$ cat config.mk
export PLATFORM = sky130hd
export DESIGN_NAME = shtl_hash
export DESIGN_NICKNAME = d
export VERILOG_FILES = /design/src/hw/rtl/symbol_hash_table_lookup_macros.svh /design/src/hw/rtl/shtl_pkg.sv /design/src/hw/rtl/shtl_hash.sv
export SDC_FILE = /design/constraint.sdc
export NUM_CORES = 1
export LEC_CHECK = 0
export ABC_CLOCK_PERIOD_IN_PS = 4700
export BUFFER_PORTS_ARGS = -buffer_cell sky130_fd_sc_hd__buf_2
export CORE_UTILIZATION = 29
export DETAILED_ROUTE_END_ITERATION = 8
export GPL_TIMING_DRIVEN = 0
export PLACE_DENSITY = 0.64
export SYNTH_ARGS = -nofsm -noshare
export SYNTH_HDL_FRONTEND = slang
export SYNTH_SLANG_ARGS = --single-unit
$ cat constraint.sdc
create_clock -name i_clk -period 4.7 [get_ports i_clk]
set_input_delay 0.94 -clock i_clk [delete_from_list [all_inputs] [get_ports i_clk]]
set_output_delay 0.94 -clock i_clk [all_outputs]
set_load 0.03 [all_outputs]
$ cat src/hw/rtl/symbol_hash_table_lookup_macros.svh
// ----------------------------------------------------------------------------
// symbol hash table lookup assertion macros
// Shared concurrent assertion forms for the lookup block.
// ----------------------------------------------------------------------------
`ifndef SYMBOL_HASH_TABLE_LOOKUP_MACROS_SVH
`define SYMBOL_HASH_TABLE_LOOKUP_MACROS_SVH

// same-cycle implication, disabled while reset is held
`define SHTL_ASSERT_IMP(label, clk, rst_n, ante, cons, msg) \
    label: assert property (@(posedge clk) disable iff (!rst_n) (ante) |-> (cons)) \
        else $error(msg);

// next-cycle implication, disabled while reset is held
`define SHTL_ASSERT_NXT(label, clk, rst_n, ante, cons, msg) \
    label: assert property (@(posedge clk) disable iff (!rst_n) (ante) |=> (cons)) \
        else $error(msg);

`endif

$ cat src/hw/rtl/shtl_pkg.sv
// ----------------------------------------------------------------------------
// shtl_pkg
// Types, constants and helper functions of the symbol hash table lookup.
// ----------------------------------------------------------------------------
`default_nettype none

package shtl_pkg;

    localparam int TABLE_ENTRIES_DEF = 256;
    localparam int NAME_BYTES_DEF    = 8;
    localparam int NAME_W            = 64;
    localparam int INDEX_OUT_W       = 8;
    localparam int SUM_W             = 11;

    localparam logic [14:0] HASH_MASK = 15'o77777;
    localparam logic [7:0]  BYTE_MASK = 8'o377;

    typedef enum logic [2:0] {
        S_CLEAR,
        S_IDLE,
        S_HASH,
        S_PROBE,
        S_FINISH
    } t_state;

    typedef struct packed {
        logic [INDEX_OUT_W-1:0] entry_index;
        logic                   created;
        logic                   entry_local;
        logic                   table_full;
    } t_result;

    // keep the low nbytes bytes up to the first zero byte, clear the rest
    function automatic logic [NAME_W-1:0] normalize_name(
        input logic [NAME_W-1:0] raw,
        input int                nbytes
    );
        logic [NAME_W-1:0] out;
        logic              keep;
        logic [7:0]        b;
        out  = '0;
        keep = 1'b1;
        for (int i = 0; i < NAME_W / 8; i++) begin
            b = raw[8*i +: 8] & BYTE_MASK;
            if (i >= nbytes || b == 8'd0) begin
                keep = 1'b0;
            end
            if (keep) begin
                out[8*i +: 8] = b;
            end
        end
        return out;
    endfunction

    // byte sum of a normalized name, masked to the hash width
    function automatic logic [SUM_W-1:0] name_sum(input logic [NAME_W-1:0] nm);
        logic [SUM_W-1:0] s;
        s = '0;
        for (int i = 0; i < NAME_W / 8; i++) begin
            s = s + SUM_W'(nm[8*i +: 8] & BYTE_MASK);
        end
        return s & HASH_MASK[SUM_W-1:0];
    endfunction

endpackage

`default_nettype wire

$ cat src/hw/rtl/shtl_hash.sv
// ----------------------------------------------------------------------------
// shtl_hash
// Name hash: byte sum reduced modulo the table size. A power-of-two table
// keeps the low bits of the registered sum; any other size takes the
// remainder through a reciprocal multiply and a multiply-back subtract.
// ----------------------------------------------------------------------------
`default_nettype none

module shtl_hash
    import shtl_pkg::*;
#(
    parameter int TABLE_ENTRIES = TABLE_ENTRIES_DEF,
    parameter int NAME_BYTES    = NAME_BYTES_DEF,
    parameter int IDX_W         = $clog2(TABLE_ENTRIES)
) (
    input  wire logic              i_clk,
    input  wire logic              i_rst_n,
    input  wire logic              i_start,
    input  wire logic [NAME_W-1:0] i_name,
    output logic                   o_done,
    output logic      [IDX_W-1:0]  o_slot
);

    localparam int  HASH_W = $clog2(NAME_BYTES * 255 + 1);
    localparam bit  POW2   = (TABLE_ENTRIES & (TABLE_ENTRIES - 1)) == 0;

    logic [SUM_W-1:0]        sum_in;
    logic [HASH_W-1:0]       r_rem;
    logic                    r_done;
    logic [HASH_W+IDX_W-1:0] rem_ext;

    assign sum_in  = name_sum(i_name);
    assign rem_ext = {{IDX_W{1'b0}}, r_rem};
    assign o_done  = r_done;

    generate
        if (POW2) begin : g_pow2
            always_ff @(posedge i_clk) begin
                if (!i_rst_n) begin
                    r_done <= 1'b0;
                end else begin
                    r_done <= i_start;
                end
            end

            always_ff @(posedge i_clk) begin
                if (i_start) begin
                    r_rem <= HASH_W'(sum_in);
                end
            end

            assign o_slot = rem_ext[IDX_W-1:0];
        end else begin : g_reduce
            // quotient = (sum * recip) >> shift, exact for every sum below 2**HASH_W
            localparam int     SHIFT   = HASH_W + IDX_W;
            localparam int     PROD_W  = SHIFT + HASH_W;
            localparam longint RECIP   = ((longint'(1) << SHIFT)
                                          + longint'(TABLE_ENTRIES) - 1)
                                         / longint'(TABLE_ENTRIES);
            localparam logic [HASH_W-1:0] T_LOW = HASH_W'(TABLE_ENTRIES);

            logic              r_mul;
            logic              r_sub;
            logic [HASH_W-1:0] r_quo;
            logic [PROD_W-1:0] prod;
            logic [HASH_W-1:0] back;

            assign prod = PROD_W'(r_rem) * PROD_W'(RECIP);
            // quotient times table size never exceeds the sum
            assign back = r_quo * T_LOW;

            always_ff @(posedge i_clk) begin
                if (!i_rst_n) begin
                    r_mul  <= 1'b0;
                    r_sub  <= 1'b0;
                    r_done <= 1'b0;
                end else begin
                    r_mul  <= i_start;
                    r_sub  <= r_mul;
                    r_done <= r_sub;
                end
            end

            always_ff @(posedge i_clk) begin
                if (i_start) begin
                    r_rem <= HASH_W'(sum_in);
                end else if (r_sub) begin
                    r_rem <= r_rem - back;
                end
                if (r_mul) begin
                    r_quo <= prod[SHIFT +: HASH_W];
                end
            end

            assign o_slot = rem_ext[IDX_W-1:0];
        end
    endgenerate

endmodule

`default_nettype wire

### Yosys cells after proc, flatten, opt, wreduce, memory -nomap -nowiden

Cells that the tools add are included.

| word-level totals | value |
|---|---|
| output and inout port bits | 9 |
| input port bits | 67 |
| register bits after elaboration | 9 |

| cells by class | value |
|---|---|
| $add $sub $neg | 7 |

Operator list:

| cell | count |
|---|---|
| adder 8 bit | 7 |

### Depth between registers and ports, before layout

Gate-level depths: netlist (run 1).

| depth | value |
|---|---|
| depth after elaboration | 7 |
| depth in mapped cells | 14 |
| depth with buffers taken out | 14 |

### Worst setup path before layout (run 1)

OpenSTA, ideal clock, no wires.

| timing path | value |
|---|---|
| kind | input to register |
| start | input i_name[3] |
| end | register r_rem[7], data pin |
| slack | 282 ps |
| library setup time | 260 ps |
| required time | 4,440 ps |
| arrival | 4,158 ps |
| stages on the path | 14 |
| cell sequence | inv_1 > fa_1 > inv_1 > fa_1 > fa_1 > inv_1 > fa_1 > inv_1 > ha_1 > a21o_1 > a21oi_1 > o21bai_1 > a21oi_1 > xnor2_1 |

| on the way | value |
|---|---|
| longest elaborated chain between the ends | 7 |

RTL lines:

| item | line | RTL |
|---|---|---|
| from (decl) | shtl_hash.sv:19 | `input wire logic [NAME_W-1:0] i_name,` |
| adder 8 bit (7 in a row) | shtl_pkg.sv:60 | `s = s + SUM_W'(nm[8*i +: 8] & BYTE_MASK);` |
| named net sum_in[7] | shtl_hash.sv:27 | `logic [SUM_W-1:0] sum_in;` |
| to (signal assigned) | shtl_hash.sv:48 | `r_rem <= HASH_W'(sum_in);` |
| to (decl) | shtl_hash.sv:28 | `logic [HASH_W-1:0] r_rem;` |

The timed path passes the listed nets, and every way through them passes these cells.
A chain may end at the register's enable or synchronous reset.

### Worst setup path in the final report (run 1)

Same ends and word-level chain as after synthesis.

==> impl_metrics.csv, run 1 <==
group,metric,value,unit
route,drc,0,
synth,yosys.cell_types.count,12,
clock_tree,hold_buffers,0,
clock_tree,path_clk_slew,40,ps
cells_and_area,area_growth,32.2,%
place,dp_hpwl,2430,um
cells_and_area,drive_gt1_frac,0.347,
power_and_ir_drop,ir_drop,0.000214,V
synth,yosys.area.top_type,"fa_1",
global_route,antenna_found_initial,0,
critical_path,critPathKind,"in2reg",
clock_tree,post_cts_resized,0,
route,antenna_left,0,
die,dieArea,5740,um^2
min_path,hp-class,"in2reg",
sta,fmax,228,MHz
die,initial_core_util,0.305,
sta,tightestPinTransition,228,ps
critical_path,critical-path-max-stage-delay,540,ps
route,via_per_inst,3.80,
critical_path,endpoint_kind,"flip-flop",
critical_path,cp_cell_sequence,"buf_2 -> inv_1 -> fa_1 -> inv_1 -> fa_1 -> fa_1 -> inv_1 -> fa_1 -> inv_1 -> ha_1 -> a21o_1 -> a21oi_1 -> o21bai_1 -> a21oi_1 -> xnor2_1",
cells_and_area,nets,340,
critical_path,critPathArrivalTime,4360,ps
synth,syn_inst,146,
synth,ys_ff_latch,9,
clock_tree,cts_tree,"yes",
sta,whs,923,ps
global_route,grt_usage,0.0928,
power_and_ir_drop,power.density,485,nW/um^2
sta,slew_headroom,0.848,
clock_tree,htreeDepth,1,
critical_path,critPathRequiredTime,4670,ps
place,port_buffers,75,
clock_tree,numClockSinks,9,
power_and_ir_drop,p_leak,1.16,nW
route,wl,2370,um
global_route,grt_pass1_wl,4130,um
sta,slew_viol_final,0,
global_route,grt_max_degree,10,
synth,yosys_warnings,0,
critical_path,cp_slowest_cell,"fa_1",
route,drt_first_pass_iters,4,
synth,synth_top_area_share,0.495,
synth,yosysSeqAreaShare,0.165,
synth,netlist_area,1580,um^2
sta,rsz0062_at_grt,"false",
clock_tree,post_cts_buffers,0,
synth,synthTopCellsByArea,"fa_1 (49%), inv_1 (15%), edfxtp_1 (15%)",
sta,fin_crit_sh,0.935,
route,vias,1121,
die,ios,76,
critical_path,cp_max_fo,2,
global_route,first_global_vias,1169,
sta,layout_min_cycle_time,4390,ps
sta,final_hold_viol_count,0,
route,drtIter0Drc,9,
clock_tree,cts_made_buffers,3,
die,die_y,75.8,um
global_route,overflow,0,
route,wl_per_cell,8.04,um
critical_path,start_kind,"input pin",
die,row_count,26,
place,gp_congestion,0.629,
sta,setup_tns,0,ps
clock_tree,cts.path.max_buffers,2,
die,die_w,75.8,um
die,coreArea,5170,um^2
synth,syn-num-nets,260,
flow_run,maxCapViolCount,0,
clock_tree,cts_root_buf,"clkbuf_8",
cells_and_area,num_antenna_cells,0,
outcome,outcome,"finished clean",
sta,setup_violations,0,
synth,synth_area_per_cell,10.8,um^2
[final cells by class]
cell class | instances | area, um^2
inverter | 65 | 244
tap | 70 | 87.6
clock buffer | 4 | 45.0
multi-input combinational | 72 | 1070
timing repair buffer | 75 | 375
sequential | 9 | 260
fill | 512 | 3090
[worst paths after layout]
| path | from | to | slack, ps | cells after the start |
|---|---|---|---|---|
| max | i_name[3] | r_rem[7]$_DFFE_PP_ | 310 | 15 |
| min | i_rst_n | o_done$_SDFF_PN0_ | 920 | 2 |
[metrics by stage]
step / cell area (um^2) / util / setup slack, ps / power, mW / cells
after floorplan: 1580 / - / 282 / 0.788 / 146
after global placement: 2040 / 0.395 / 51.3 / 0.943 / 291
after detailed placement: 2040 / 0.395 / 35.1 / 0.961 / 291
after CTS: 2090 / 0.403 / 278 / 1.05 / 295
after global routing: 2090 / 0.403 / 127 / 1.16 / 295
final: 2090 / 0.403 / 306 / 1.01 / 295
[registers in the layout, summed over array words and instances, names as in the netlist]
name    flops
r_rem       8
o_done      1
[cells in the mapped netlist, drive strengths merged]
cell,n
fa,39
xnor2,14
ha,8
inv,65
dfxtp,1
a21o,1
o21bai,1
edfxtp,8
and2,1
nor2,2
xor2,3
a21oi,3
[routing by layer]
metal	track usage	up-vias	part of all wire
li1	-	553	-
met1	0.101	510	0.36
met2	0.181	58	0.54
met3	0.0304	0	0.10
met4	0.00617	0	0
met5	0	-	0
[where the power goes]
part           leakage (nW)  switching [mW]  internal [mW]
combinational          1.05           0.407          0.338
clock                0.0228          0.0259         0.0587
sequential           0.0866         0.00671          0.176
total                  1.16           0.439          0.572
[kinds of logic after synthesis]
logic type / count (synthesis) / synth area share
buffers and inverters: 65 / 0.155
and+or+nand+nor: 3 / 0.00873
AOI/OAI and AO/OA: 5 / 0.0190
adders and majority gates: 47 / 0.558
xor gates and xnor gates: 17 / 0.0944
DFF: 9 / 0.165
[placed cells by master (no fill, tap or decap), drive strengths merged]
| master | n |
|---|---|
| o21bai | 1 |
| a21o | 1 |
| inv | 65 |
| xnor2 | 14 |
| fa | 39 |
| and2 | 1 |
| buf | 75 |
| nor2 | 2 |
| ha | 8 |
| xor2 | 3 |
| a21oi | 3 |
| edfxtp | 8 |
| dfxtp | 1 |
| clkbuf | 4 |
[critical path, delay by kind of cell]
family | cells | cell delay [ps]
fa+ha+maj | 5 | 2390
xor+xnor | 1 | 80
buf+inv | 5 | 290
compound gates | 4 | 670
Power figures use the tool's default switching activity.
==> run 2: changes to the inputs <==
--- a/config.mk
+++ b/config.mk
@@ -5,12 +5,14 @@
 export SDC_FILE = /design/constraint.sdc
 export NUM_CORES = 1
 export LEC_CHECK = 0
+export ABC_AREA = 1
 export ABC_CLOCK_PERIOD_IN_PS = 4700
 export BUFFER_PORTS_ARGS = -buffer_cell sky130_fd_sc_hd__buf_2
 export CORE_UTILIZATION = 29
 export DETAILED_ROUTE_END_ITERATION = 8
 export GPL_TIMING_DRIVEN = 0
-export PLACE_DENSITY = 0.64
+export PLACE_DENSITY = 0.51
+export SKIP_LAST_GASP = 1
 export SYNTH_ARGS = -nofsm -noshare
 export SYNTH_HDL_FRONTEND = slang
 export SYNTH_SLANG_ARGS = --single-unit
==> run 2 against run 1 <==
Against the previous run:
- power up 3.8%
- sequential power down 3%
- hold slack worse by 24 ps
- non-clock buffer count unchanged
- synthesized cell count up 41%
==> impl_metrics.csv, run 2 <==
group,metric,value,unit
synth,syn_inst,206,
global_route,antenna_found_initial,0,
sta,layout_min_cycle_time,4340,ps
place,port_buffers,75,
critical_path,worst-path-buf-inv,6,
clock_tree,htreeDepth,1,
synth,synth_top_area_share,0.442,
clock_tree,cts.path.max_buffers,2,
critical_path,path_common_cell,"inv_1",
synth,netlist_area,1770,um^2
cells_and_area,nets,400,
sta,final_hold_viol_count,0,
clock_tree,path_clk_slew,40,ps
power_and_ir_drop,power.density,461,nW/um^2
die,row_count,28,
global_route,grt_usage,0.0943,
sta,setup_slack,358,ps
route,wl_per_cell,7.45,um
cells_and_area,drive_gt1_frac,0.302,
critical_path,endpoint_kind,"flip-flop",
critical_path,cp_max_fo,4,
sta,fin_crit_sh,0.924,
place,gp_congestion,0.672,
synth,synth_fa_ha_area_frac,0.499,
synth,synthXorXnorAreaFrac,0.0198,
critical_path,critPathRequiredTime,4680,ps
die,initial_core_util,0.300,
synth,synth.area.mux_share,0,
route,drtIter0Drc,12,
sta,setup_violations,0,
synth,yosys_warnings,0,
cells_and_area,layout_commonest_cell,"inv_1",
sta,tightestPinTransition,202,ps
power_and_ir_drop,design_power_total,1.05,mW
synth,synth_top_family_by_area,"adder cells",
sta,slew_headroom,0.865,
synth,synth-compound-area-share,0.0120,
critical_path,cp_cell_sequence,"buf_2 -> inv_1 -> fa_1 -> inv_1 -> fa_1 -> fa_1 -> inv_1 -> fa_1 -> inv_1 -> ha_1 -> a21oi_1 -> nand2_1 -> nand2_1 -> nand2_1 -> a21oi_4 -> inv_1 -> nand3_1 -> nand2_1",
die,ios,76,
clock_tree,numClockSinks,9,
critical_path,critPathKind,"in2reg",
synth,yosysSeqAreaShare,0.147,
clock_tree,cts_root_buf,"clkbuf_8",
global_route,grt_max_degree,10,
route,vias,1376,
synth,yosys.cell_count.top_type,"inv_1",
clock_tree,hold_buffers,0,
power_and_ir_drop,p_leak,1.39,nW
flow_run,maxCapViolCount,0,
min_path,hp-class,"in2reg",
global_route,first_global_vias,1340,
clock_tree,cts_made_buffers,3,
synth,synth_area_per_cell,8.57,um^2
clock_tree,post_cts_resized,0,
cells_and_area,largest_register_ffs,8,
route,via_per_inst,3.82,
clock_tree,post_cts_buffers,0,
synth,yosys.cell_types.count,15,
synth,synthArstFlopShare,0,
synth,ys.flop_type,"edfxtp_1",
global_route,overflow,0,
cells_and_area,fillers,646,
synth,ys_ff_latch,9,
cells_and_area,area_growth,29.1,%
route,antenna_left,0,
power_and_ir_drop,ir_drop,0.000253,V
place,dp_hpwl,2640,um
route,drt_first_pass_iters,3,
die,die_y,80.0,um
cells_and_area,largest_register,"r_rem",
min_path,worstHoldStart,"i_rst_n",
route,drc,0,
die,die_w,80.0,um
cells_and_area,regArea,260,um^2
synth,synth_simple_gate_area_share,0.139,
synth,synthTopCellsByCount,"inv_1 (85), fa_1 (39), nand2_1 (35)",
sta,slew_viol_final,0,
sta,rsz0062_at_grt,"false",
min_path,holdPathEnd,"o_done$_SDFF_PN0_",
global_route,grt_pass1_wl,4820,um
place,post-place-ws,85.1,ps
synth,yosys.area.top_type,"fa_1",
route,wl,2680,um
cells_and_area,num_antenna_cells,0,
sta,setup_tns,0,ps
die,coreArea,5890,um^2
sta,fmax,230,MHz
synth,syn-num-nets,320,
critical_path,start_kind,"input pin",
clock_tree,cts_tree,"yes",
critical_path,cp_top_family,"adder cells",
cells_and_area,multi_input_area,1180,um^2
critical_path,cp_slowest_cell,"fa_1",
min_path,hold_path_depth,3,
synth,synthTopCellsByArea,"fa_1 (44%), inv_1 (18%), edfxtp_1 (14%)",
critical_path,critical-path-max-stage-delay,540,ps
cells_and_area,layout_common_cells,"inv_1 (85), buf_2 (75), fa_1 (39)",
outcome,outcome,"finished clean",
synth,synth_edf_count,8,
critical_path,critPathArrivalTime,4330,ps
die,dieArea,6400,um^2
-- run 2: changes by cell type after synthesis, moves of 2 or more --
cell	previous run	this run
nand3_1	0	10
nor2_1	2	7
nand2_1	0	35
inv_1	65	85
a21oi_1	3	1
xnor2_1	14	1
nand2_2	0	5
-- run 2: routing by layer --
layer / up-vias / routed length (um) / global-route usage
met5: - / 0 / 0
met4: 0 / 0 / 0.00536
met3: 0 / 266 / 0.0297
met2: 55 / 1350 / 0.190
met1: 602 / 1070 / 0.0979
li1: 719 / - / -
-- run 2: how the worst max path moves through the flow --
stage / end / start / cells past startpoint
final: r_rem[7]$_DFFE_PP_ / i_name[4] / 18
after global routing: r_rem[7]$_DFFE_PP_ / i_name[4] / 18
after CTS: r_rem[7]$_DFFE_PP_ / i_name[4] / 18
after detailed placement: r_rem[7]$_DFFE_PP_ / i_name[4] / 18
after global placement: r_rem[7]$_DFFE_PP_ / i_name[4] / 18
after floorplan: r_rem[7]$_DFFE_PP_ / i_name[4] / 17
-- run 2: where the power goes --
group | switching (mW) | internal, mW
Sequential | 0.00695 | 0.171
Combinational | 0.465 | 0.321
Clock | 0.0273 | 0.0588
-- run 2: cells by family (layout without fill, tap and decap cells) --
kind of cell | Yosys count | count (layout)
adders and majority gates | 47 | 47
and+or+nand+nor | 58 | 58
buffers and inverters | 86 | 165
AOI/OAI and AO/OA | 2 | 2
xor gates and xnor gates | 4 | 4
DFF | 9 | 9
-- run 2: final cells by class --
| type | count | share of cell area |
|---|---|---|
| Tap cell | 75 | 0.0412 |
| Timing Repair Buffer | 75 | 0.165 |
| Multi-Input combinational cell | 111 | 0.519 |
| Inverter | 86 | 0.142 |
| Sequential cell | 9 | 0.114 |
| Clock buffer | 4 | 0.0198 |
-- run 2: per-stage QoR --
step           cells  utilization  cell area (um^2)  hold WS (ps)
2_1_floorplan    206            -              1770          1030
3_3_place_gp     356        0.380              2230          1130
3_5_place_dp     356        0.380              2230          1130
4_1_cts          360        0.387              2280           894
5_1_grt          360        0.387              2280           915
6_report         360        0.387              2280           899
-- run 2: tightest hold or removal path, stage by stage --
cell,delay (ps)
buf_2,80
nand2_1,40
inv_1,40
==> run 3: changes to the inputs <==
--- a/config.mk
+++ b/config.mk
@@ -6,12 +6,13 @@
 export NUM_CORES = 1
 export LEC_CHECK = 0
 export ABC_AREA = 1
-export ABC_CLOCK_PERIOD_IN_PS = 4700
+export ABC_CLOCK_PERIOD_IN_PS = 3930
 export BUFFER_PORTS_ARGS = -buffer_cell sky130_fd_sc_hd__buf_2
 export CORE_UTILIZATION = 29
 export DETAILED_ROUTE_END_ITERATION = 8
 export GPL_TIMING_DRIVEN = 0
-export PLACE_DENSITY = 0.51
+export PLACE_DENSITY = 0.53
+export RECOVER_POWER = 50
 export SKIP_LAST_GASP = 1
 export SYNTH_ARGS = -nofsm -noshare
 export SYNTH_HDL_FRONTEND = slang
==> constraint.sdc (replaced) <==
create_clock -name i_clk -period 3.93 [get_ports i_clk]
set_input_delay 0.786 -clock i_clk [delete_from_list [all_inputs] [get_ports i_clk]]
set_output_delay 0.786 -clock i_clk [all_outputs]
set_load 0.03 [all_outputs]
==> run 3 against run 2 <==
Against the previous run:
- first-iteration DRC count is 25% lower
- via count is 1.9% higher
- clock power is 21% higher
- final area is 3.7% higher
- critical path depth stayed put
- global-route usage is 0.44 points higher
- flip-flop and latch count stayed put
- hold slack worse by 160 ps
- worst setup slack worse by 330 ps
- combinational power is 44% higher
- largest power group unchanged
- highest routed layer unchanged
==> impl_metrics.csv, run 3 (synthesized netlist as in run 2, its figures left out) <==
group,metric,value,unit
die,initial_core_util,0.300,
die,ios,76,
sta,setup_violations,0,
cells_and_area,area_growth,33.9,%
critical_path,cp_slowest_cell,"fa_1",
flow_run,maxCapViolCount,0,
clock_tree,cts_tree,"yes",
global_route,first_global_vias,1357,
cells_and_area,layout_common_cells,"inv_1 (81), buf_2 (71), fa_1 (36)",
sta,rsz0062_at_grt,"true",
place,post-place-ws,-302,ps
cells_and_area,largest_register_ffs,8,
global_route,grt_max_degree,10,
critical_path,path_common_cell,"fa_1",
critical_path,cp_max_fo,4,
cells_and_area,nets,402,
critical_path,start_kind,"input pin",
place,dp_cells,356,
clock_tree,cts.path.max_buffers,2,
sta,fmax,256,MHz
die,die_y,80.0,um
global_route,grt_pass1_wl,5050,um
sta,tightestPinTransition,485,ps
outcome,outcome,"finished clean",
cells_and_area,num_antenna_cells,0,
clock_tree,cts_root_buf,"clkbuf_8",
cells_and_area,layout.cells.non_filler,362,
power_and_ir_drop,p_leak,1.38,nW
global_route,overflow,0,
die,die_w,80.0,um
place,dp_hpwl,2680,um
route,drtIter0Drc,9,
die,coreArea,5890,um^2
route,vias,1402,
route,drt_first_pass_iters,5,
sta,setup_tns,0,ps
sta,slew_headroom,0.676,
min_path,worstHoldStart,"i_rst_n",
clock_tree,cts_made_buffers,3,
die,dieArea,6400,um^2
critical_path,cp_cell_sequence,"buf_4 -> inv_8 -> fa_1 -> inv_1 -> fa_1 -> fa_1 -> inv_1 -> fa_1 -> inv_2 -> ha_4 -> a21oi_2 -> nand2_1 -> nand2_1 -> nand2_2 -> a21oi_4 -> inv_1 -> nand3_1 -> nand2_1",
cells_and_area,layout_commonest_cell,"inv_1",
clock_tree,hold_buffers,0,
power_and_ir_drop,design_power_total,1.44,mW
clock_tree,numClockSinks,9,
sta,layout_min_cycle_time,3910,ps
place,gp_congestion,0.634,
place,port_buffers,75,
critical_path,startpoint,"i_name[44]",
critical_path,critPathRequiredTime,3910,ps
critical_path,critPathKind,"in2reg",
route,drc,0,
sta,final_hold_viol_count,0,
route,antenna_left,0,
global_route,grt_usage,0.0987,
critical_path,endpoint_kind,"flip-flop",
cells_and_area,largest_register,"r_rem",
clock_tree,htreeDepth,1,
power_and_ir_drop,ir_drop,0.000297,V
route,via_per_inst,3.87,
route,wl_per_cell,7.68,um
global_route,antenna_found_initial,0,
power_and_ir_drop,power.density,610,nW/um^2
global_route,grt_util_met2,0.198,
cells_and_area,drive_gt1_frac,0.341,
global_route,grtUsageMet1,0.106,
clock_tree,path_clk_slew,40,ps
min_path,hp-class,"in2reg",
route,wl,2780,um
die,row_count,28,
global_route,grt_use_met3,0.0263,
global_route,grt-busiest-layer,"met2",
critical_path,critPathArrivalTime,3890,ps
sta,whs,742,ps
sta,slew_viol_final,0,
critical_path,critical-path-max-stage-delay,520,ps
sta,setup_slack,24.1,ps
sta,fin_crit_sh,0.994,
==> run 3: cell count changes in the layout (fill, tap and decap cells not counted), moves of 3 or more <==
cell	before	now
buf_2	75	71
fa_1	39	36
ha_1	8	4
ha_4	0	4
fa_2	0	3
clkbuf_1	1	4
inv_1	85	81
buf_4	0	3
inv_2	1	4
==> run 3: path summary, 6_finish.rpt <==
kind,end,cells after the start
max,r_rem[7]$_DFFE_PP_,18
min,o_done$_SDFF_PN0_,3
==> run 3: final cells by class <==
class                           count  area [um^2]
Fill cell                         614         3520
Multi-Input combinational cell    111         1250
Timing Repair Buffer               77          389
Inverter                           86          330
Sequential cell                     9          260
Tap cell                           75         93.8
Clock buffer                        4         45.0
==> run 3: repair_timing <==
action | 4_1_cts | 5_1_grt
buffers inserted | 1 | 1
setup endpoints to repair | 1 | 2
pin swaps | 3 | 6
gates resized for setup | 0 | 1
==> run 3: worst max-delay path: cells and delay by family <==
kind	cells	cell delay, ps
buffers and inverters	6	330
AND/OR/NAND/NOR	5	330
adder cells (fa/ha/maj)	5	2210
AO/OA/AOI/OAI	2	230
==> run 3: report_power, final <==
part	switching [mW]	internal (mW)	leakage (nW)	total (mW)
clock	0.0337	0.0704	0.0228	0.104
combinational	0.625	0.500	1.28	1.13
sequential	0.00820	0.205	0.0866	0.213
==> run 3: routing by layer <==
layer / wire length (um) / vias up / part of all wire
met2: 1460 / 52 / 0.52
met4: 0 / 0 / 0
met5: 0 / - / 0
met3: 240 / 0 / 0.086
met1: 1080 / 629 / 0.39
li1: - / 721 / -
==> run 3: metrics by stage <==
| stage | utilization | area (um^2) |
|---|---|---|
| floorplan | - | 1840 |
| global route | 0.402 | 2360 |
| CTS | 0.401 | 2360 |
| global placement | 0.392 | 2310 |
| finish | 0.402 | 2360 |
| detailed placement | 0.392 | 2310 |
